<file path="src/design/mbrot_pkg.sv">
// Shared constants, types and helper functions of the Mandelbrot escape-time pixel core.
`default_nettype none

package mbrot_pkg;

   // Fixed-point word and field widths
   localparam int FX_W        = 40;
   localparam int HALF_W      = FX_W / 2;
   localparam int COL_W       = 10;
   localparam int ROW_W       = 10;
   localparam int ADDR_W      = 19;
   localparam int COUNT_W     = 8;
   localparam int LEVEL_W     = 8;
   localparam int OFFSET_W    = 21;
   localparam int STEP_W      = 29;
   localparam int LIMIT_W     = 8;
   localparam int THRESH_W    = 36;
   localparam int CSR_INDEX_W = 3;
   localparam int CSR_DATA_W  = 36;

   // Defaults for the top-level parameters
   localparam int DEF_IMAGE_WIDTH   = 800;
   localparam int DEF_IMAGE_HEIGHT  = 600;
   localparam int DEF_FRACTION_BITS = 28;
   localparam int DEF_QUEUE_DEPTH   = 2;

   // Colour mapping constants
   localparam int COLOUR_MODULUS = 255;
   localparam int COLOUR_MULT    = 123;

   localparam logic signed [FX_W-1:0] FX_MAX = {1'b0, {(FX_W-1){1'b1}}};
   localparam logic signed [FX_W-1:0] FX_MIN = {1'b1, {(FX_W-1){1'b0}}};

   typedef enum logic [CSR_INDEX_W-1:0] {
      CSR_OFFSET_X         = 3'd0,
      CSR_OFFSET_Y         = 3'd1,
      CSR_STEP_X           = 3'd2,
      CSR_STEP_Y           = 3'd3,
      CSR_ITERATION_LIMIT  = 3'd4,
      CSR_ESCAPE_THRESHOLD = 3'd5
   } csr_index_type;

   typedef struct packed {
      logic signed [OFFSET_W-1:0] offset_x;
      logic signed [OFFSET_W-1:0] offset_y;
      logic [STEP_W-1:0]          step_x;
      logic [STEP_W-1:0]          step_y;
      logic [LIMIT_W-1:0]         iteration_limit;
      logic [THRESH_W-1:0]        escape_threshold;
   } cfg_type;

   localparam cfg_type CFG_RESET = '{
      offset_x:         -21'sd400,
      offset_y:         21'sd0,
      step_x:           29'd603980,
      step_y:           29'd603980,
      iteration_limit:  8'd255,
      escape_threshold: 36'd2684354560
   };

   // One classified point travelling from the front end to the iteration engine
   typedef struct packed {
      logic signed [FX_W-1:0] cx;
      logic signed [FX_W-1:0] cy;
      logic [ADDR_W-1:0]      pixel_address;
   } point_type;

   typedef enum logic [2:0] {
      ST_IDLE,
      ST_MUL_HI,
      ST_MUL_LO,
      ST_COMBINE,
      ST_UPDATE,
      ST_DONE
   } back_state_type;

   // Clamp a two-bit-wider sum to the fixed-point range
   function automatic logic signed [FX_W-1:0] sat_fx(input logic signed [FX_W+1:0] v);
      logic signed [FX_W-1:0] res;
      if ((v[FX_W+1] == v[FX_W]) && (v[FX_W] == v[FX_W-1])) begin
         res = v[FX_W-1:0];
      end else if (v[FX_W+1]) begin
         res = FX_MIN;
      end else begin
         res = FX_MAX;
      end
      return res;
   endfunction

   function automatic logic [LEVEL_W-1:0] blue_green_of(input logic [COUNT_W-1:0] n);
      logic [COUNT_W-1:0] m;
      m = (n == COUNT_W'(COLOUR_MODULUS)) ? '0 : n;
      return LEVEL_W'(m * LEVEL_W'(COLOUR_MULT));
   endfunction

   function automatic logic [LEVEL_W-1:0] red_of(input logic [COUNT_W-1:0] n);
      return LEVEL_W'(n * n);
   endfunction

endpackage

`default_nettype wire

</file>
<file path="src/design/mbrot_req_if.sv">
// Pixel request channel: column and row with valid/ready.
`default_nettype none

interface mbrot_req_if import mbrot_pkg::*; ();
   logic             valid;
   logic             ready;
   logic [COL_W-1:0] column;
   logic [ROW_W-1:0] row;

   modport source (output valid, output column, output row, input ready);
   modport sink (input valid, input column, input row, output ready);
endinterface

`default_nettype wire

</file>
<file path="src/design/mbrot_front.sv">
// Front end: takes pixel beats, maps them to complex points and pushes them to the queue.
`default_nettype none

module mbrot_front import mbrot_pkg::*; #(
   parameter int IMAGE_WIDTH  = DEF_IMAGE_WIDTH,
   parameter int IMAGE_HEIGHT = DEF_IMAGE_HEIGHT
) (
   input  logic          clock,
   input  logic          reset,
   mbrot_req_if.sink     req_bus,
   input  cfg_type       cfg,
   input  logic          full,
   output logic          push,
   output point_type     push_item
);

   localparam int K_W         = OFFSET_W + 2;
   localparam int PROD_W      = K_W + STEP_W + 1;
   localparam int ADDR_FULL_W = COL_W + ROW_W + $clog2(IMAGE_WIDTH + 1);
   localparam logic signed [K_W-1:0] HALF_COLS = K_W'(IMAGE_WIDTH / 2);
   localparam logic signed [K_W-1:0] HALF_ROWS = K_W'(IMAGE_HEIGHT / 2);

   logic                     en;
   logic                     req_fire;
   logic                     s1_valid_ff, s1_valid_in;
   logic                     s2_valid_ff, s2_valid_in;
   logic signed [K_W-1:0]    kx_ff, kx_in, ky_ff, ky_in;
   logic [ADDR_W-1:0]        addr1_ff, addr1_in, addr2_ff;
   logic signed [PROD_W-1:0] px_ff, px_in, py_ff, py_in;
   logic signed [FX_W-1:0]   cx_sat, cy_sat;

   // Stall the whole front while the last stage waits on a full queue
   assign en       = !(s2_valid_ff && full);
   assign req_fire = req_bus.valid && en;
   assign req_bus.ready = en;

   always_comb begin
      kx_in = K_W'($signed({1'b0, req_bus.column})) - HALF_COLS + K_W'($signed(cfg.offset_x));
      ky_in = K_W'($signed({1'b0, req_bus.row})) - HALF_ROWS + K_W'($signed(cfg.offset_y));
      addr1_in = ADDR_W'(ADDR_FULL_W'(req_bus.column)
                 + ADDR_FULL_W'(req_bus.row) * ADDR_FULL_W'(IMAGE_WIDTH));
      px_in = PROD_W'(kx_ff) * PROD_W'($signed({1'b0, cfg.step_x}));
      py_in = PROD_W'(ky_ff) * PROD_W'($signed({1'b0, cfg.step_y}));
      s1_valid_in = en ? req_fire : s1_valid_ff;
      s2_valid_in = en ? s1_valid_ff : s2_valid_ff;
   end

   // Clamp the exact coordinate products to the fixed-point range
   always_comb begin
      if (&px_ff[PROD_W-1:FX_W-1] || ~|px_ff[PROD_W-1:FX_W-1]) begin
         cx_sat = px_ff[FX_W-1:0];
      end else begin
         cx_sat = px_ff[PROD_W-1] ? FX_MIN : FX_MAX;
      end
      if (&py_ff[PROD_W-1:FX_W-1] || ~|py_ff[PROD_W-1:FX_W-1]) begin
         cy_sat = py_ff[FX_W-1:0];
      end else begin
         cy_sat = py_ff[PROD_W-1] ? FX_MIN : FX_MAX;
      end
   end

   always_ff @(posedge clock) begin
      if (reset) begin
         s1_valid_ff <= 1'b0;
         s2_valid_ff <= 1'b0;
      end else begin
         s1_valid_ff <= s1_valid_in;
         s2_valid_ff <= s2_valid_in;
      end
   end

   always_ff @(posedge clock) begin
      if (en) begin
         kx_ff    <= kx_in;
         ky_ff    <= ky_in;
         addr1_ff <= addr1_in;
         px_ff    <= px_in;
         py_ff    <= py_in;
         addr2_ff <= addr1_ff;
      end
   end

   assign push = s2_valid_ff && !full;
   assign push_item.cx = cx_sat;
   assign push_item.cy = cy_sat;
   assign push_item.pixel_address = addr2_ff;

endmodule

`default_nettype wire

</file>
<file path="src/flat_wrapper.sv">
// flat-port wrapper written by rule: the top's interface ports become plain ports
module mbrot_front_flat import mbrot_pkg::*;
#(
   parameter int IMAGE_WIDTH  = DEF_IMAGE_WIDTH,
   parameter int IMAGE_HEIGHT = DEF_IMAGE_HEIGHT
)
  (clock, reset, cfg, full, push, push_item, req_bus_valid, req_bus_column, req_bus_row, req_bus_ready);
  mbrot_req_if req_bus_i ();
  input  logic clock;
  input  logic reset;
  input  cfg_type cfg;
  input  logic full;
  output logic push;
  output point_type push_item;
  input wire logic [$bits(req_bus_i.valid)-1:0] req_bus_valid;
  input wire logic [$bits(req_bus_i.column)-1:0] req_bus_column;
  input wire logic [$bits(req_bus_i.row)-1:0] req_bus_row;
  output wire logic [$bits(req_bus_i.ready)-1:0] req_bus_ready;
  assign req_bus_i.valid = req_bus_valid;
  assign req_bus_i.column = req_bus_column;
  assign req_bus_i.row = req_bus_row;
  assign req_bus_ready = req_bus_i.ready;
  mbrot_front #(.IMAGE_WIDTH(IMAGE_WIDTH), .IMAGE_HEIGHT(IMAGE_HEIGHT)) u_core (.clock(clock), .reset(reset), .req_bus(req_bus_i), .cfg(cfg), .full(full), .push(push), .push_item(push_item));
endmodule
</file>
<file path="config.mk">
export PLATFORM = sky130hd
export DESIGN_NAME = mbrot_front_flat
export DESIGN_NICKNAME = d
export VERILOG_FILES = /design/src/design/mbrot_pkg.sv /design/src/design/mbrot_req_if.sv /design/src/design/mbrot_front.sv /design/src/flat_wrapper.sv
export SDC_FILE = /design/constraint.sdc
export NUM_CORES = 2
export LEC_CHECK = 0
export ABC_AREA = 1
export BUFFER_PORTS_ARGS = -buffer_cell sky130_fd_sc_hd__buf_4
export CAP_MARGIN = 0
export CORE_ASPECT_RATIO = 0.75
export CORE_MARGIN = 2
export CORE_UTILIZATION = 26
export CTS_CLUSTER_DIAMETER = 40
export DETAILED_ROUTE_END_ITERATION = 7
export GPL_ROUTABILITY_DRIVEN = 0
export PLACE_DENSITY = 0.43
export SETUP_SLACK_MARGIN = 0.02
export SLEW_MARGIN = 10
export SYNTH_ARGS = -nofsm -noshare
export SYNTH_HDL_FRONTEND = slang
export SYNTH_SLANG_ARGS = --single-unit
</file>
<file path="constraint.sdc">
create_clock -name clock -period 7.4 [get_ports clock]
set_input_delay 1.48 -clock clock [delete_from_list [all_inputs] [get_ports clock]]
set_output_delay 1.48 -clock clock [all_outputs]
set_load 0.02 [all_outputs]
</file>
# Yosys cells after proc, flatten, opt, wreduce, memory -nomap -nowiden
# Index checks and enable logic that the tools add are counted.
dict set report totals {
  wordCells 33
  regBits 192
  input_bits 168
}
dict set report classes {
  add_sub_neg 5
  n_mux 4
  multipliers 3
  reduce_logical 13
}
# op count
set ops {}
lappend ops {{two-way mux 40 bit} 4}
lappend ops {{multiplier 23 x 30 -> 53 bit} 2}
lappend ops {{adder 11 x 21 -> 22 bit} 2}
lappend ops {{AND reduction 14 bit} 2}
lappend ops {{OR reduction 14 bit} 2}
lappend ops {{subtractor 10 x 9 -> 11 bit (second input constant)} 2}
lappend ops {{adder 10 x 19 -> 19 bit} 1}
lappend ops {{multiplier 10 x 5 -> 14 bit (second input constant)} 1}
lappend ops {{logical NOT 1 bit} 4}
lappend ops {{logical AND 1 bit} 3}
lappend ops {{logical OR 1 bit} 2}

# Longest topological paths before layout
dict set report logic_depth {
  word_depth 4
  depth_mapped 30
}

# Worst setup path before layout
# No wires, ideal clock.
dict set report synth_path {
  kind {input port to output port}
  startpoint {input full}
  endpoint {output req_bus_ready}
  arrival_ps 5589
  setup_slack_ps 331
  cell_stages 1
  t_required_ps 5920
  n_path_buf 0
  path_cell_list {nand2_1}
}
dict set report synth_via {
  elab_chain_len 2
}
# element line_no
set synth_lines {}
lappend synth_lines {{start: declaration} flat_wrapper.sv:12} ;# input logic full;
lappend synth_lines {{logical AND 1 bit} mbrot_front.sv:33} ;# assign en = !(s2_valid_ff && full);
lappend synth_lines {{logical NOT 1 bit} mbrot_front.sv:33}
lappend synth_lines {{end: declaration} flat_wrapper.sv:18} ;# output wire logic [$bits(req_bus_i.ready)-1:0] req_bus_ready;
# No other way between the ends.

# Worst setup path in the final report
dict set report layout_path {
  startpoint {input cfg[56] (netlist name)}
  endpoint {register u_core.py_ff[34] (data pin)}
}
dict set report layout_via {
  elab_chain_len 1
}
# element line_no
set layout_lines {}
lappend layout_lines {{start: declaration} flat_wrapper.sv:11} ;# input cfg_type cfg;
lappend layout_lines {{multiplier 23 x 30 -> 53 bit} mbrot_front.sv:43} ;# py_in = PROD_W'(ky_ff) * PROD_W'($signed({1'b0, cfg.step_y}));
lappend layout_lines {{named net u_core.py_in[34]} mbrot_front.sv:29} ;# logic signed [PROD_W-1:0] px_ff, px_in, py_ff, py_in;
lappend layout_lines {{end signal: assignment} mbrot_front.sv:78} ;# py_ff <= py_in;
lappend layout_lines {{end: declaration} mbrot_front.sv:29}
# The timed path passes the listed nets, and every way through them passes these cells.
# A chain may end at the register's enable or synchronous reset.

==> impl_metrics.ini <==
[clock_tree]
clock_latency_ns = 0.57
clk_path_buf_depth = 3
cts_buffers = 25
post_cts_resized = 0
htreeDepth = 4
cts_tree = built
holdBufCountCts = 0
path_clk_slew_ns = 0.07
postCtsSetupRepairBufs = 0
clock-root-buffer = clkbuf_16
cts.sinks = 190

[worst_setup_path]
path_delay_family = adder cells
crit_required_ns = 7.72
crit_slowest_cell = fa_1
cp.buffers_inverters = 7
path_cells = buf_4 > nand2_1 > fa_1 > inv_1 > fa_1 > inv_1 > fa_1 > fa_1 > fa_1 > inv_1 > fa_1 > inv_1 > fa_1 > inv_1 > ha_1 > nand2_1 > nor2_1 > nand2_1 > inv_1 > nand2_1 > nand2_1 > nand2_1 > nand4_1 > nand2_1
rrSetupSlack_ns = 0.39
r2r_start = u_core.ky_ff[2]$_DFFE_PN_
reg2reg_depth = 23
startpoint_type = primary input
end_kind = flip-flop
max_stage_delay_ns = 0.56
critPathKind = primary input to flip-flop
crit_arrival_ns = 7.36
crit_path_max_fanout = 14
r2r-end = u_core.py_ff[34]$_DFFE_PN_

[outcome]
status = finished, final reports clean

[timing]
relSlewSlack = 0.2342
timing.final.ws_setup_ns = 0.3555
setup_viol = 0
hold_viol = 0
slew_viol_final = 0
fmax_ghz = 0.1420
period_needed_ns = 7.044
fin_crit_sh = 0.9520
fin_skew_ns = 0.02629
tightest_slew_ns = 1.149
rsz0062_at_grt = false
finalSetupTns_ns = 0

[place]
port-buffer-count = 224
dpl.hpwl_um = 165300
pre_cts_ws_ns = -0.2034

[global_route]
grt_usage = 0.1688
grt_pass1_wl_um = 301200
grt_max_degree = 128
antenna_found_initial = 14
first_global_vias = 50696
grt_overflow = 0

[routing]
drt_wl_total_um = 189400
via_count = 47638
drc = 0
drt-vias-per-instance = 4.173
wl_per_cell_um = 16.59
antenna_left = 0
drtIter0Drc = 3033
firstDrtPassIters = 6

[die]
ioPinCount = 269
core_um2 = 228200
die_y_um = 418.3
die_area_um2 = 232700
die_width_um = 556.3
initial_core_util = 0.2607
rows = 152

[cells_and_area]
drive_gt1_frac = 0.08895
area_growth_pct = 14.75
fin_util = 0.2991
nets = 10218

[synth]
synth_edf_count = 188
synth.distinct_cells = 37
ys_seq_area_frac = 0.09557
syn_inst = 8019
synth_warnings = 0
netlist_top_cells_area = fa_1, inv_1, nand2_1, ha_1, edfxtp_1
synth_seq_cells = 190
synth.avg_cell_area_um2 = 7.419
async_flop_share = 0
synth.largest_area_cell = fa_1
synth_area_um2 = 59490
synth_ff_type = edfxtp_1
synth_top_area_share = 0.3843
synth_fp_nets = 9834

[hold_path]
min-delay-start = u_core.addr1_ff[14]$_DFFE_PN_
hp-class = flip-flop to flip-flop
hold_path_depth = 0
whs_endpoint = u_core.addr2_ff[14]$_DFFE_PN_

[job]
drv_cap = 0
logic make-up after synthesis:
logic type               Yosys count  synth area share
adder cells (fa/ha/maj)         1647            0.4905
AO/OA/AOI/OAI                    162           0.01464
buffers and inverters           2849            0.1804
AND/OR/NAND/NOR                 3071            0.2042
flip-flops                       190           0.09557
XOR/XNOR                         100           0.01472
per-layer routing:
layer	routed length [µm]	share of wire	GRT usage
met4	3803	0.020	0.03581
met2	75540	0.40	0.2439
met1	97530	0.52	0.2585
met5	50	0.00026	0
met3	12440	0.066	0.03011
synthesized netlist by cell type (9+ instances only):
cell and count:
a21oi_1 113, buf_1 23, clkbuf_1 233, edfxtp_1 188, fa_1 1142, ha_1 505
inv_1 2567, inv_2 10, nand2_1 2515, nand2_2 11, nand3_1 132, nand3b_1 9
nand4_1 47, nor2_1 262, nor2_2 22, nor3_1 14, nor4_1 11, o21ai_0 25
o21bai_1 12, or2_2 28, xnor2_1 15, xor2_1 85
flip-flops by register name, indices dropped and copies added, names as in the netlist:
name	flops
u_core.s2_valid_ff	1
u_core.py_ff	53
u_core.addr2_ff	19
u_core.ky_ff	22
u_core.addr1_ff	19
u_core.s1_valid_ff	1
u_core.px_ff	53
u_core.kx_ff	22
per-stage QoR:
| step | cells | cell area (µm²) | hold WS, ns |
|---|---|---|---|
| CTS | 11412 | 68260 | 0.4142 |
| global placement | 11379 | 67480 | 0.4022 |
| floorplan | 8019 | 59490 | 0.4003 |
| detailed placement | 11379 | 67480 | 0.4075 |
| finish | 11416 | 68270 | 0.4159 |
| global route | 11416 | 68270 | 0.4165 |
area by class of cell:
class                   instances  area (µm²)
repair buffers                629        5285
clock inverters                 7       143.9
clock buffers                  26       629.4
inverters                    2577        9673
well taps                    3003        3757
multi-input cells            4980       43080
diodes                          4       10.01
fillers                     24967      160000
flip-flops and latches        190        5685
worst max-delay path by stage:
stage | depth (start not counted) | slack, ns | to | from
2_1_floorplan | 1 | 0.33 | req_bus_ready | full
3_3_place_gp | 24 | -0.21 | u_core.py_ff[34]$_DFFE_PN_ | cfg[58]
3_5_place_dp | 24 | -0.20 | u_core.py_ff[34]$_DFFE_PN_ | cfg[58]
4_1_cts | 23 | 0.42 | u_core.py_ff[18]$_DFFE_PN_ | cfg[56]
5_1_grt | 26 | 0.03 | u_core.py_ff[33]$_DFFE_PN_ | cfg[60]
6_report | 24 | 0.36 | u_core.py_ff[34]$_DFFE_PN_ | cfg[56]
layout by cell type (no fill, tap or decap), types with 2 or more instances in the layout:
cell type | synthesis | final
nand3b_1 | 9 | 9
inv_1 | 2567 | 2567
clkbuf_16 | 0 | 25
nor3_2 | 4 | 4
clkinvlp_4 | 0 | 2
a21o_1 | 7 | 7
xor2_1 | 85 | 85
xnor2_1 | 15 | 15
a21oi_1 | 113 | 113
bufinv_16 | 0 | 4
nor2_2 | 22 | 22
nor4_1 | 11 | 11
inv_2 | 10 | 10
edfxtp_1 | 188 | 188
fa_1 | 1142 | 1142
buf_4 | 8 | 584
nand2_2 | 11 | 12
nor2_1 | 262 | 262
o21bai_1 | 12 | 12
nand2_1 | 2515 | 2513
nand3_2 | 6 | 6
nand3_1 | 132 | 132
dfxtp_1 | 2 | 2
nor3_1 | 14 | 14
nand4_1 | 47 | 47
ha_1 | 505 | 505
diode_2 | 0 | 4
nor2_4 | 2 | 2
or2_2 | 28 | 28
buf_12 | 0 | 45
and2_1 | 4 | 4
o21a_1 | 3 | 3
o21ai_0 | 25 | 25
Power is left out: the tool's default activity adds up to more than one toggle a clock period on the data nets, which glitch-free logic cannot reach.
