$ cat config.mk
export PLATFORM = sky130hd
export DESIGN_NAME = mbrot_queue
export DESIGN_NICKNAME = d
export VERILOG_FILES = /design/src/design/mbrot_pkg.sv /design/src/design/mbrot_queue.sv
export SDC_FILE = /design/constraint.sdc
export NUM_CORES = 1
export LEC_CHECK = 0
export BUFFER_PORTS_ARGS = -buffer_cell sky130_fd_sc_hd__buf_4
export CORE_UTILIZATION = 49
export CTS_BUF_LIST = sky130_fd_sc_hd__clkbuf_2 sky130_fd_sc_hd__clkbuf_4 sky130_fd_sc_hd__clkbuf_8
export CTS_CLUSTER_DIAMETER = 50
export DETAILED_ROUTE_END_ITERATION = 10
export GPL_ROUTABILITY_DRIVEN = 1
export HOLD_SLACK_MARGIN = 0.08
export PLACE_DENSITY_LB_ADDON = 0.08
export SYNTH_ARGS = -nofsm -noshare
export SYNTH_HDL_FRONTEND = slang
export SYNTH_SLANG_ARGS = --single-unit
$ cat constraint.sdc
create_clock -name clock -period 6.8 [get_ports clock]
set_input_delay 1.02 -clock clock [delete_from_list [all_inputs] [get_ports clock]]
set_output_delay 1.02 -clock clock [all_outputs]
set_load 0.1 [all_outputs]
$ cat src/design/mbrot_pkg.sv
// Shared constants, types and helper functions of the Mandelbrot escape-time pixel core.
`default_nettype none

package mbrot_pkg;

   // Fixed-point word and field widths
   localparam int FX_W        = 40;
   localparam int HALF_W      = FX_W / 2;
   localparam int COL_W       = 10;
   localparam int ROW_W       = 10;
   localparam int ADDR_W      = 19;
   localparam int COUNT_W     = 8;
   localparam int LEVEL_W     = 8;
   localparam int OFFSET_W    = 21;
   localparam int STEP_W      = 29;
   localparam int LIMIT_W     = 8;
   localparam int THRESH_W    = 36;
   localparam int CSR_INDEX_W = 3;
   localparam int CSR_DATA_W  = 36;

   // Defaults for the top-level parameters
   localparam int DEF_IMAGE_WIDTH   = 800;
   localparam int DEF_IMAGE_HEIGHT  = 600;
   localparam int DEF_FRACTION_BITS = 28;
   localparam int DEF_QUEUE_DEPTH   = 2;

   // Colour mapping constants
   localparam int COLOUR_MODULUS = 255;
   localparam int COLOUR_MULT    = 123;

   localparam logic signed [FX_W-1:0] FX_MAX = {1'b0, {(FX_W-1){1'b1}}};
   localparam logic signed [FX_W-1:0] FX_MIN = {1'b1, {(FX_W-1){1'b0}}};

   typedef enum logic [CSR_INDEX_W-1:0] {
      CSR_OFFSET_X         = 3'd0,
      CSR_OFFSET_Y         = 3'd1,
      CSR_STEP_X           = 3'd2,
      CSR_STEP_Y           = 3'd3,
      CSR_ITERATION_LIMIT  = 3'd4,
      CSR_ESCAPE_THRESHOLD = 3'd5
   } csr_index_type;

   typedef struct packed {
      logic signed [OFFSET_W-1:0] offset_x;
      logic signed [OFFSET_W-1:0] offset_y;
      logic [STEP_W-1:0]          step_x;
      logic [STEP_W-1:0]          step_y;
      logic [LIMIT_W-1:0]         iteration_limit;
      logic [THRESH_W-1:0]        escape_threshold;
   } cfg_type;

   localparam cfg_type CFG_RESET = '{
      offset_x:         -21'sd400,
      offset_y:         21'sd0,
      step_x:           29'd603980,
      step_y:           29'd603980,
      iteration_limit:  8'd255,
      escape_threshold: 36'd2684354560
   };

   // One classified point travelling from the front end to the iteration engine
   typedef struct packed {
      logic signed [FX_W-1:0] cx;
      logic signed [FX_W-1:0] cy;
      logic [ADDR_W-1:0]      pixel_address;
   } point_type;

   typedef enum logic [2:0] {
      ST_IDLE,
      ST_MUL_HI,
      ST_MUL_LO,
      ST_COMBINE,
      ST_UPDATE,
      ST_DONE
   } back_state_type;

   // Clamp a two-bit-wider sum to the fixed-point range
   function automatic logic signed [FX_W-1:0] sat_fx(input logic signed [FX_W+1:0] v);
      logic signed [FX_W-1:0] res;
      if ((v[FX_W+1] == v[FX_W]) && (v[FX_W] == v[FX_W-1])) begin
         res = v[FX_W-1:0];
      end else if (v[FX_W+1]) begin
         res = FX_MIN;
      end else begin
         res = FX_MAX;
      end
      return res;
   endfunction

   function automatic logic [LEVEL_W-1:0] blue_green_of(input logic [COUNT_W-1:0] n);
      logic [COUNT_W-1:0] m;
      m = (n == COUNT_W'(COLOUR_MODULUS)) ? '0 : n;
      return LEVEL_W'(m * LEVEL_W'(COLOUR_MULT));
   endfunction

   function automatic logic [LEVEL_W-1:0] red_of(input logic [COUNT_W-1:0] n);
      return LEVEL_W'(n * n);
   endfunction

endpackage

`default_nettype wire

$ cat src/design/mbrot_queue.sv
// Short point queue between the front end and the iteration engine.
`default_nettype none

module mbrot_queue import mbrot_pkg::*; #(
   parameter int DEPTH = DEF_QUEUE_DEPTH
) (
   input  logic      clock,
   input  logic      reset,
   input  logic      push,
   input  point_type push_item,
   output logic      full,
   input  logic      pop,
   output point_type pop_item,
   output logic      empty
);

   localparam int PTR_W = $clog2(DEPTH);
   localparam int CNT_W = $clog2(DEPTH + 1);

   point_type        mem_ff [DEPTH];
   logic [PTR_W-1:0] wr_ptr_ff, wr_ptr_in, rd_ptr_ff, rd_ptr_in;
   logic [CNT_W-1:0] count_ff, count_in;

   assign full     = (count_ff == CNT_W'(DEPTH));
   assign empty    = (count_ff == '0);
   assign pop_item = mem_ff[rd_ptr_ff];

   always_comb begin
      wr_ptr_in = wr_ptr_ff;
      rd_ptr_in = rd_ptr_ff;
      count_in  = count_ff;
      if (push) begin
         wr_ptr_in = (wr_ptr_ff == PTR_W'(DEPTH - 1)) ? '0 : wr_ptr_ff + PTR_W'(1);
      end
      if (pop) begin
         rd_ptr_in = (rd_ptr_ff == PTR_W'(DEPTH - 1)) ? '0 : rd_ptr_ff + PTR_W'(1);
      end
      if (push && !pop) begin
         count_in = count_ff + CNT_W'(1);
      end else if (pop && !push) begin
         count_in = count_ff - CNT_W'(1);
      end
   end

   always_ff @(posedge clock) begin
      if (reset) begin
         wr_ptr_ff <= '0;
         rd_ptr_ff <= '0;
         count_ff  <= '0;
      end else begin
         wr_ptr_ff <= wr_ptr_in;
         rd_ptr_ff <= rd_ptr_in;
         count_ff  <= count_in;
      end
   end

   always_ff @(posedge clock) begin
      if (push) begin
         mem_ff[wr_ptr_ff] <= push_item;
      end
   end

   a_no_push_when_full: assert property (@(posedge clock) disable iff (reset)
      push |-> !full)
      else $error("point pushed into a full queue");

   a_no_pop_when_empty: assert property (@(posedge clock) disable iff (reset)
      pop |-> !empty)
      else $error("point popped from an empty queue");

endmodule

`default_nettype wire

Word level (Yosys, flattened, before mapping)
Memories as Yosys holds them, arrays and structs flattened. A register that Yosys moved wholly into a read port is not among the register bits.
Cells that the tools add are included.
{"block": "totals", "regBits": 4, "mem_bits_rw": 198, "output_inout_bits": 101, "memories": 1}
{"memory": "mem_ff", "depth": 2, "word_bits": 99, "rd": 1, "rd_clocked_by_memory_dff": 1, "write_ports": 1, "line_no": "mbrot_queue.sv:20", "rtl": "point_type mem_ff [DEPTH];"}
{"block": "op_classes", "n_addsub": 4, "n_eq_ne": 1, "muxes": 8, "reduce_logical": 6}
{"cell": "2-to-1 mux 1 bit", "count": 6}
{"cell": "2-to-1 mux 2 bit", "count": 2}
{"cell": "adder 1 bit, second input constant", "count": 2}
{"cell": "adder 2 x 1 -> 2 bit, second input constant", "count": 1}
{"cell": "== test 2 bit, second input constant", "count": 1}
{"cell": "logical AND 1 bit", "count": 2}
{"cell": "logical NOT 1 bit", "count": 2}
{"cell": "logical NOT 2 bit", "count": 1}
{"cell": "nonzero test 2 bit", "count": 1}
{"cell": "subtractor 2 x 1 -> 2 bit, second input constant", "count": 1}

Depth between registers and ports, before layout
Gate-level depths: netlist of the first run.
{"block": "depth", "ltp_word": 4, "mapped_depth": 5, "ltp_nobuf": 5}

Worst setup path after synthesis of the first run
OpenSTA, ideal clock, no wires.
{"block": "synth_path", "path_type": "input to register", "from": "input port push", "to": "memory mem_ff[0][0] (netlist bit), enable pin", "setup_time_ns": 0.569, "arrival_ns": 5.329, "required_ns": 6.231, "path_slack_ns": 0.901, "stages": 1, "cell_sequence": "nor2b_1"}
{"block": "synth_between", "elab_chain_cells": 2}
{"element": "start: declaration", "line_no": "mbrot_queue.sv:9", "rtl": "input logic push,"}
{"element": "2-to-1 mux 1 bit", "line_no": "mbrot_queue.sv:58", "rtl": "if (push) begin"}
{"element": "2-to-1 mux 1 bit (implied by the code)", "line_no": "mbrot_queue.sv:59", "rtl": "mem_ff[wr_ptr_ff] <= push_item;"}
{"element": "end: declaration", "line_no": "mbrot_queue.sv:20"}
No other way between the ends.

==> results of run 1 <==
==> worst reg2reg max path: cells and delay by family (launching register included) <==
family	cells	cell delay (ns)
buffers and inverters	1	0.82
and+or+nand+nor	1	0.91
DFF	1	0.36
==> placed cells by master (no fill, tap or decap), types with 2 or more instances in the layout <==
cell type / n
mux2_4: 10
mux2_2: 89
edfxtp_1: 198
clkinv_1: 5
xor2_1: 2
clkbuf_8: 37
xnor2_1: 2
nor2_1: 5
buf_4: 206
clkbuf_4: 14
dfxtp_1: 4
==> cell type report <==
class / instances / area (um2) / area share
Sequential cell: 203 / 6050 / 0.6215
Timing Repair Buffer: 206 / 1546 / 0.1589
Multi-Input combinational cell: 115 / 1264 / 0.1298
Clock buffer: 51 / 614.3 / 0.06311
Tap cell: 184 / 230.2 / 0.02365
Clock inverter: 6 / 26.28 / 0.002699
Inverter: 1 / 3.754 / 0.0003856
==> flip-flops by register name, indices dropped and copies added, names as in the netlist, named ones only <==
signal	count
wr_ptr_ff	1
count_ff	2
mem_ff	198
rd_ptr_ff	1
==> per-layer routing <==
metal  track usage  vias to the layer above
met5             0                        -
met4       0.09639                        0
met3       0.06271                       34
met2        0.2847                      159
met1        0.2146                     1848
li1              -                     1767
==> final timing paths <==
check                                     to  slack [ns]  cells past startpoint
worst max-delay path             pop_item[2]        3.09                      3
worst min-delay path             count_ff[1]        0.51                      2
worst max register to register  mem_ff[0][8]        4.30                      2
worst min register to register   count_ff[1]        0.51                      2
==> report_power, final <==
group | leakage, nW | internal, mW | switching, mW
clock | 0.338 | 0.573 | 0.438
combinational | 1.45 | 0.194 | 0.612
sequential | 1.90 | 1.46 | 0.0274
total | 3.69 | 2.23 | 1.08
==> cell families (layout without fill, tap and decap cells) <==
family	Yosys count	in the layout	share of synthesized area
flip-flops	203	203	0.8195
multiplexers	99	99	0.1562
buffers and inverters	12	264	0.01052
AND/OR/NAND/NOR	9	9	0.005937
XOR/XNOR	4	4	0.004750
AO/OA/AOI/OAI	2	2	0.001356
adder cells (fa/ha/maj)	1	1	0.001696
==> per-stage QoR <==
step / total power [mW] / hold slack (ns) / utilization / instances
6_report: 3.306 / 0.5141 / 0.6672 / 766
3_5_place_dp: 2.326 / 0.5032 / 0.6233 / 709
3_3_place_gp: 2.317 / 0.4783 / 0.6233 / 709
4_1_cts: 3.348 / 0.5179 / 0.6672 / 766
2_1_floorplan: 2.147 / 0.4608 / - / 330
5_1_grt: 3.421 / 0.5369 / 0.6672 / 766
==> key figures, run 1 <==
Status
  – Run status: completed

Synth
  – YS warnings: 0
  – Yosys reg bits: about 200
  – Unique cell type count in the Yosys netlist: 16
  – Top cells by area, synth: edfxtp_1, mux2_2, mux2_4, dfxtp_1, buf_2
  – Mapped Area: 7377 um2
  – Post-Syn Instances: 330
  – Register area share after synthesis: 0.8195
  – Post-synth EDFFs: a little under 200
  – Post-synth top area share: 0.8060
  – Synth Area per Inst: approximately 22 um2
  – Synth area leader: edfxtp_1
  – Post-synthesis async set-or-reset flop share: 0
  – Dominant synthesized flop cell: edfxtp_1
  – Syn nets: approximately 430
  – Most used standard cell by instance count after synthesis: edfxtp_1
  – Most instantiated cells after synthesis: edfxtp_1, mux2_2, mux2_4, buf_2

Worst setup path
  – Worst path max stage delay: 0.75 ns
  – Crit path max fanout: between 50 and 60
  – Most frequent CP cell: buf_4
  – CP max stage cell: buf_4
  – Worst endpoint data arrival time: roughly 2.7 ns
  – Critical path launch point type: flop
  – Buf+Inv Stages, Crit Path: 2
  – Family with the most delay on the worst path: buffers and inverters
  – WP data required: around 5.8 ns
  – Critical R2R Launch: wr_ptr_ff
  – CP endpoint kind: primary output
  – Crit Path Category: reg -> out
  – Crit-path cells: buf_4, mux2_2, buf_4

Place
  – Setup WS pre-CTS: 3.446 ns
  – GP Congestion: 0.6893
  – IO buf count: 203
  – Placed cell areas: ~9100 um2
  – DP HPWL: 8561 um

Timing
  – FMAX: 0.2694 GHz
  – Clk_skew: 0.01433 ns
  – Fin worst setup slack: 3.089 ns
  – RSZ-0062 raised after global routing: false
  – Period minus WS final: 3.711 ns
  – TNS Setup: 0 ns
  – Slew Viols, Final: 0
  – Rel. slew slack: 0.2220
  – Finish-stage setup viols: 0
  – Period utilization: 0.5458
  – Hold Fails Final Rpt: 0
  – Measured slew at the worst slew-check pin: 1.165 ns

Drt
  – Met1 Wirelength: 5452 um
  – Highest metal layer with signal wires: met4
  – Per-cell routed wire length: 17.96 um
  – Vias per cell: 4.971
  – Iter 0 DRT Violations: 173
  – Detailed-route wire length: 13760 um
  – Routed Antenna Nets: 0
  – Vias: 3808
  – Drt first pass iters: 4
  – Met2 wire length: about 6700 um
  – Detailed-route DRC error count: 0
  – Wire length on met3: 1160 um

Cells and area
  – Area delta synth->final: 31.95%
  – Fillers: 1024
  – Diode count: 0
  – Share of cells above drive strength 1: 0.6186
  – Nets: about 670
  – Design area: between 9000 and 10000 um2

Global routing
  – Initial antenna violation count: 0
  – Number of global-route vias before repair: 4117
  – Total Routing Usage GR: 0.1792
  – First-pass GRT wire length: 21210 um
  – Grt total ovfl: 0
  – Largest net degree at the start of global routing: 63

Power
  – P_leak: 3.694 nW
  – Max rail drop VDD: 228.0 uV
  – Power per cell area: about 340 nW/um2

Floorplan
  – Die height: between 100 and 150 um
  – Core Footprint: 14590 um2
  – DIE WIDTH: approximately 120 um
  – Starting density of the core: 0.5057
  – Die Area: 15550 um2
  – Rows: 44
  – I/O pins: a little over 200

Clock tree
  – Post-CTS sizing: 0
  – H-tree Lvls: 2
  – CTS Hold Bufs: 0
  – Clock Tree Root: clkbuf_8
  – Clk_lat worst skew: ~0.5 ns
  – Clock tree buffer depth: 3
  – Post-CTS Setup Bufs: 0
  – Clock transition at path regs: 0.06 ns
  – CTS tree: yes
  – CTS Buf Count: 35
  – Clock Sinks: 203

Min path
  – Min-delay src: count_ff[1]
  – Min-Delay Path Class: reg -> reg

Job
  – Max-Cap Viols: 0
Note: power is estimated with default switching activity, not from simulation.
==> run 2: changes to the inputs <==
==> constraint.sdc (replaced) <==
create_clock -name clock -period 3 [get_ports clock]
set_input_delay 0.45 -clock clock [delete_from_list [all_inputs] [get_ports clock]]
set_output_delay 0.45 -clock clock [all_outputs]
set_load 0.1 [all_outputs]
==> run 2 against run 1 <==
Critical path depth is the same. Combinational power grew 130%. Count of clock-buffer cells in the layout grew 1. Critical path type unchanged. Setup slack lost 2.6 ns. Highest routed layer unchanged. Largest power group unchanged. Sequential cell count is the same. Die area is the same. Routed wire length shrank 1.9%. Final cell count grew 0.78%. Clock power grew 130%. Global-route usage shrank 0.59 points. Design area grew 0.82%. Hold slack lost 0.38 ns.
==> key figures, run 2 (same netlist as run 1, synthesis figures left out) <==
Floorplan
  – Starting density of the core: 0.5057 (unchanged)
  – Rows: 44 (unchanged)
  – Die Area: 15550 um2 (unchanged)
  – Core Footprint: 14590 um2 (unchanged)
  – DIE WIDTH: 124.7 um (unchanged)
  – Die height: 124.7 um (unchanged)
  – I/O pins: 204 (unchanged)

Worst setup path
  – Buf+Inv Stages, Crit Path: 2 (unchanged)
  – Crit Path Category: reg -> out (unchanged)
  – Worst reg-to-reg setup slack: 1.42 ns (was 4.30 ns)
  – Worst path max stage delay: 0.55 ns (was 0.75 ns)
  – FF-to-FF End: mem_ff[1][82] (was mem_ff[0][8])
  – Family with the most delay on the worst path: buffers and inverters (unchanged)
  – Reg2reg path depth: 2 (unchanged)
  – Critical path launch point type: flop (unchanged)
  – Most frequent CP cell: buf_4 (unchanged)
  – Crit path max fanout: 26 (was 57)
  – WP data required: 2.55 ns (was 5.78 ns)
  – Critical path endpoint: pop_item[79] (was pop_item[2])
  – Critical path depth: 3 (unchanged)
  – CP endpoint kind: primary output (unchanged)
  – CP max stage cell: dfxtp_4 (was buf_4)
  – Worst endpoint data arrival time: 2.04 ns (was 2.69 ns)
  – Critical R2R Launch: wr_ptr_ff (unchanged)
  – Crit-path cells: buf_4, mux2_2, buf_4 (unchanged)

Clock tree
  – Post-CTS sizing: 0 (unchanged)
  – Clk_lat worst skew: 0.50 ns (about the same)
  – Clock transition at path regs: 0.06 ns (about the same)
  – Clock Tree Root: clkbuf_8 (unchanged)
  – CTS Hold Bufs: 0 (unchanged)
  – CTS tree: yes (unchanged)
  – Clock Sinks: 203 (unchanged)
  – H-tree Lvls: 2 (unchanged)
  – CTS Buf Count: 34 (was 35)
  – Post-CTS Setup Bufs: 0 (unchanged)
  – Clock tree buffer depth: 3 (unchanged)

Cells and area
  – Share of cells above drive strength 1: 0.6224 (was 0.6186)
  – Most common cell after layout, fill and taps aside: buf_4 (unchanged)
  – Max FFs per register: 198 (unchanged)
  – Fin cells: 772 (was 766)
  – Largest Register: mem_ff (unchanged)
  – Register Area: 6050 um2 (unchanged)
  – Diode count: 0 (unchanged)
  – Multi-input logic area: 1264 um2 (unchanged)
  – Area delta synth->final: 33.04% (was 31.95%)
  – Fillers: 1008 (was 1024)
  – Most frequent cells in the layout: buf_4, edfxtp_1, mux2_2 (unchanged)
  – Regs by FF count: mem_ff (198), count_ff (2) (unchanged)
  – Nets: 669 (was 666)

Timing
  – Fin worst setup slack: 0.5059 ns (was 3.089 ns)
  – Slew Viols, Final: 0 (unchanged)
  – Clk_skew: 0.02172 ns (was 0.01433 ns)
  – Finish-stage setup viols: 0 (unchanged)
  – Period minus WS final: around 2.5 ns
  – RSZ-0062 raised after global routing: false (unchanged)
  – Measured slew at the worst slew-check pin: 0.5129 ns (was 1.165 ns)
  – Rel. slew slack: 0.6581 (was 0.2220)
  – FMAX: 0.4009 GHz
  – Hold Fails Final Rpt: 0 (unchanged)
  – TNS Setup: 0 ns (unchanged)
  – Period utilization: 0.8314

Drt
  – Vias per cell: 4.917 (was 4.971)
  – Detailed-route wire length: 13490 um (was 13760 um)
  – Detailed-route DRC error count: 0 (unchanged)
  – Drt first pass iters: 4 (unchanged)
  – Iter 0 DRT Violations: 188 (was 173)
  – Routed Antenna Nets: 0 (unchanged)
  – Vias: 3796 (was 3808)
  – Per-cell routed wire length: 17.47 um (was 17.96 um)

Place
  – IO buf count: 203 (unchanged)
  – GP Congestion: 0.7337 (was 0.6893)
  – Placed insts: 713 (was 709)
  – Setup WS pre-CTS: 0.9831 ns (was 3.446 ns)
  – DP HPWL: 8807 um (was 8561 um)

Min path
  – Min-Delay Path Class: in -> reg (was reg -> reg)

Global routing
  – Initial antenna violation count: 0 (unchanged)
  – Largest net degree at the start of global routing: 66 (was 63)
  – Grt total ovfl: 0 (unchanged)
  – First-pass GRT wire length: 20310 um (was 21210 um)
  – Number of global-route vias before repair: 4007 (was 4117)
  – Total Routing Usage GR: 0.1733 (was 0.1792)

Power
  – P_leak: 3.734 nW (was 3.694 nW)
  – Power per cell area: 766.1 nW/um2 (was 339.7 nW/um2)
  – Max rail drop VDD: 515.1 uV (was 228.0 uV)

Status
  – Run status: completed (unchanged)

Job
  – Max-Cap Viols: 0 (unchanged)
==> run 2: changes by cell type in the layout (fill, tap and decap cells not counted), sizes merged <==
cell    change
buf         +4
clkbuf      +1
clkinv      +1
==> run 2: final cells by class <==
cell class | instances | share of cell area
sequential | 203 | 0.6164
timing repair buffer | 210 | 0.1645
multi-input combinational | 115 | 0.1288
clock buffer | 52 | 0.06336
tap | 184 | 0.02346
clock inverter | 7 | 0.003187
inverter | 1 | 0.0003825
==> run 2: worst min-delay path by stage <==
stage / startpoint / to / slack, ns / depth (start not counted)
5_1_grt: push_item[21] / mem_ff[1][21] / 0.09 / 1
3_3_place_gp: count_ff[1] / count_ff[1] / 0.48 / 2
4_1_cts: push_item[22] / mem_ff[1][22] / 0.09 / 1
6_report: push_item[21] / mem_ff[1][21] / 0.13 / 1
2_1_floorplan: count_ff[1] / count_ff[1] / 0.46 / 2
3_5_place_dp: count_ff[1] / count_ff[1] / 0.50 / 2
==> run 2: metal layers <==
layer | vias to the layer above | part of all wire | track usage
met3 | 35 | 0.078 | 0.06143
li1 | 1780 | - | -
met2 | 151 | 0.51 | 0.2876
met1 | 1830 | 0.38 | 0.1939
met4 | 0 | 0.034 | 0.09709
met5 | - | 0 | 0
==> run 2: where the power goes <==
part / total, mW / switching, mW / internal [mW]
logic: 1.84 / 1.39 / 0.454
clock network: 2.31 / 0.995 / 1.31
registers: 3.37 / 0.0551 / 3.31
==> run 2: worst register-to-register path: stages, from the launching register on <==
cell and delay, ns:
dfxtp_1 0.41, and2_4 0.51, buf_4 0.35
==> run 2: metrics by stage <==
step           power [mW]  cell area (um2)    util  hold slack [ns]
2_1_floorplan       4.854             7386       -           0.4608
3_5_place_dp        5.280             9161  0.6280           0.4979
4_1_cts             7.607             9814  0.6727          0.09258
3_3_place_gp        5.262             9161  0.6280           0.4782
6_report            7.519             9814  0.6727           0.1316
5_1_grt             7.778             9814  0.6727          0.09495
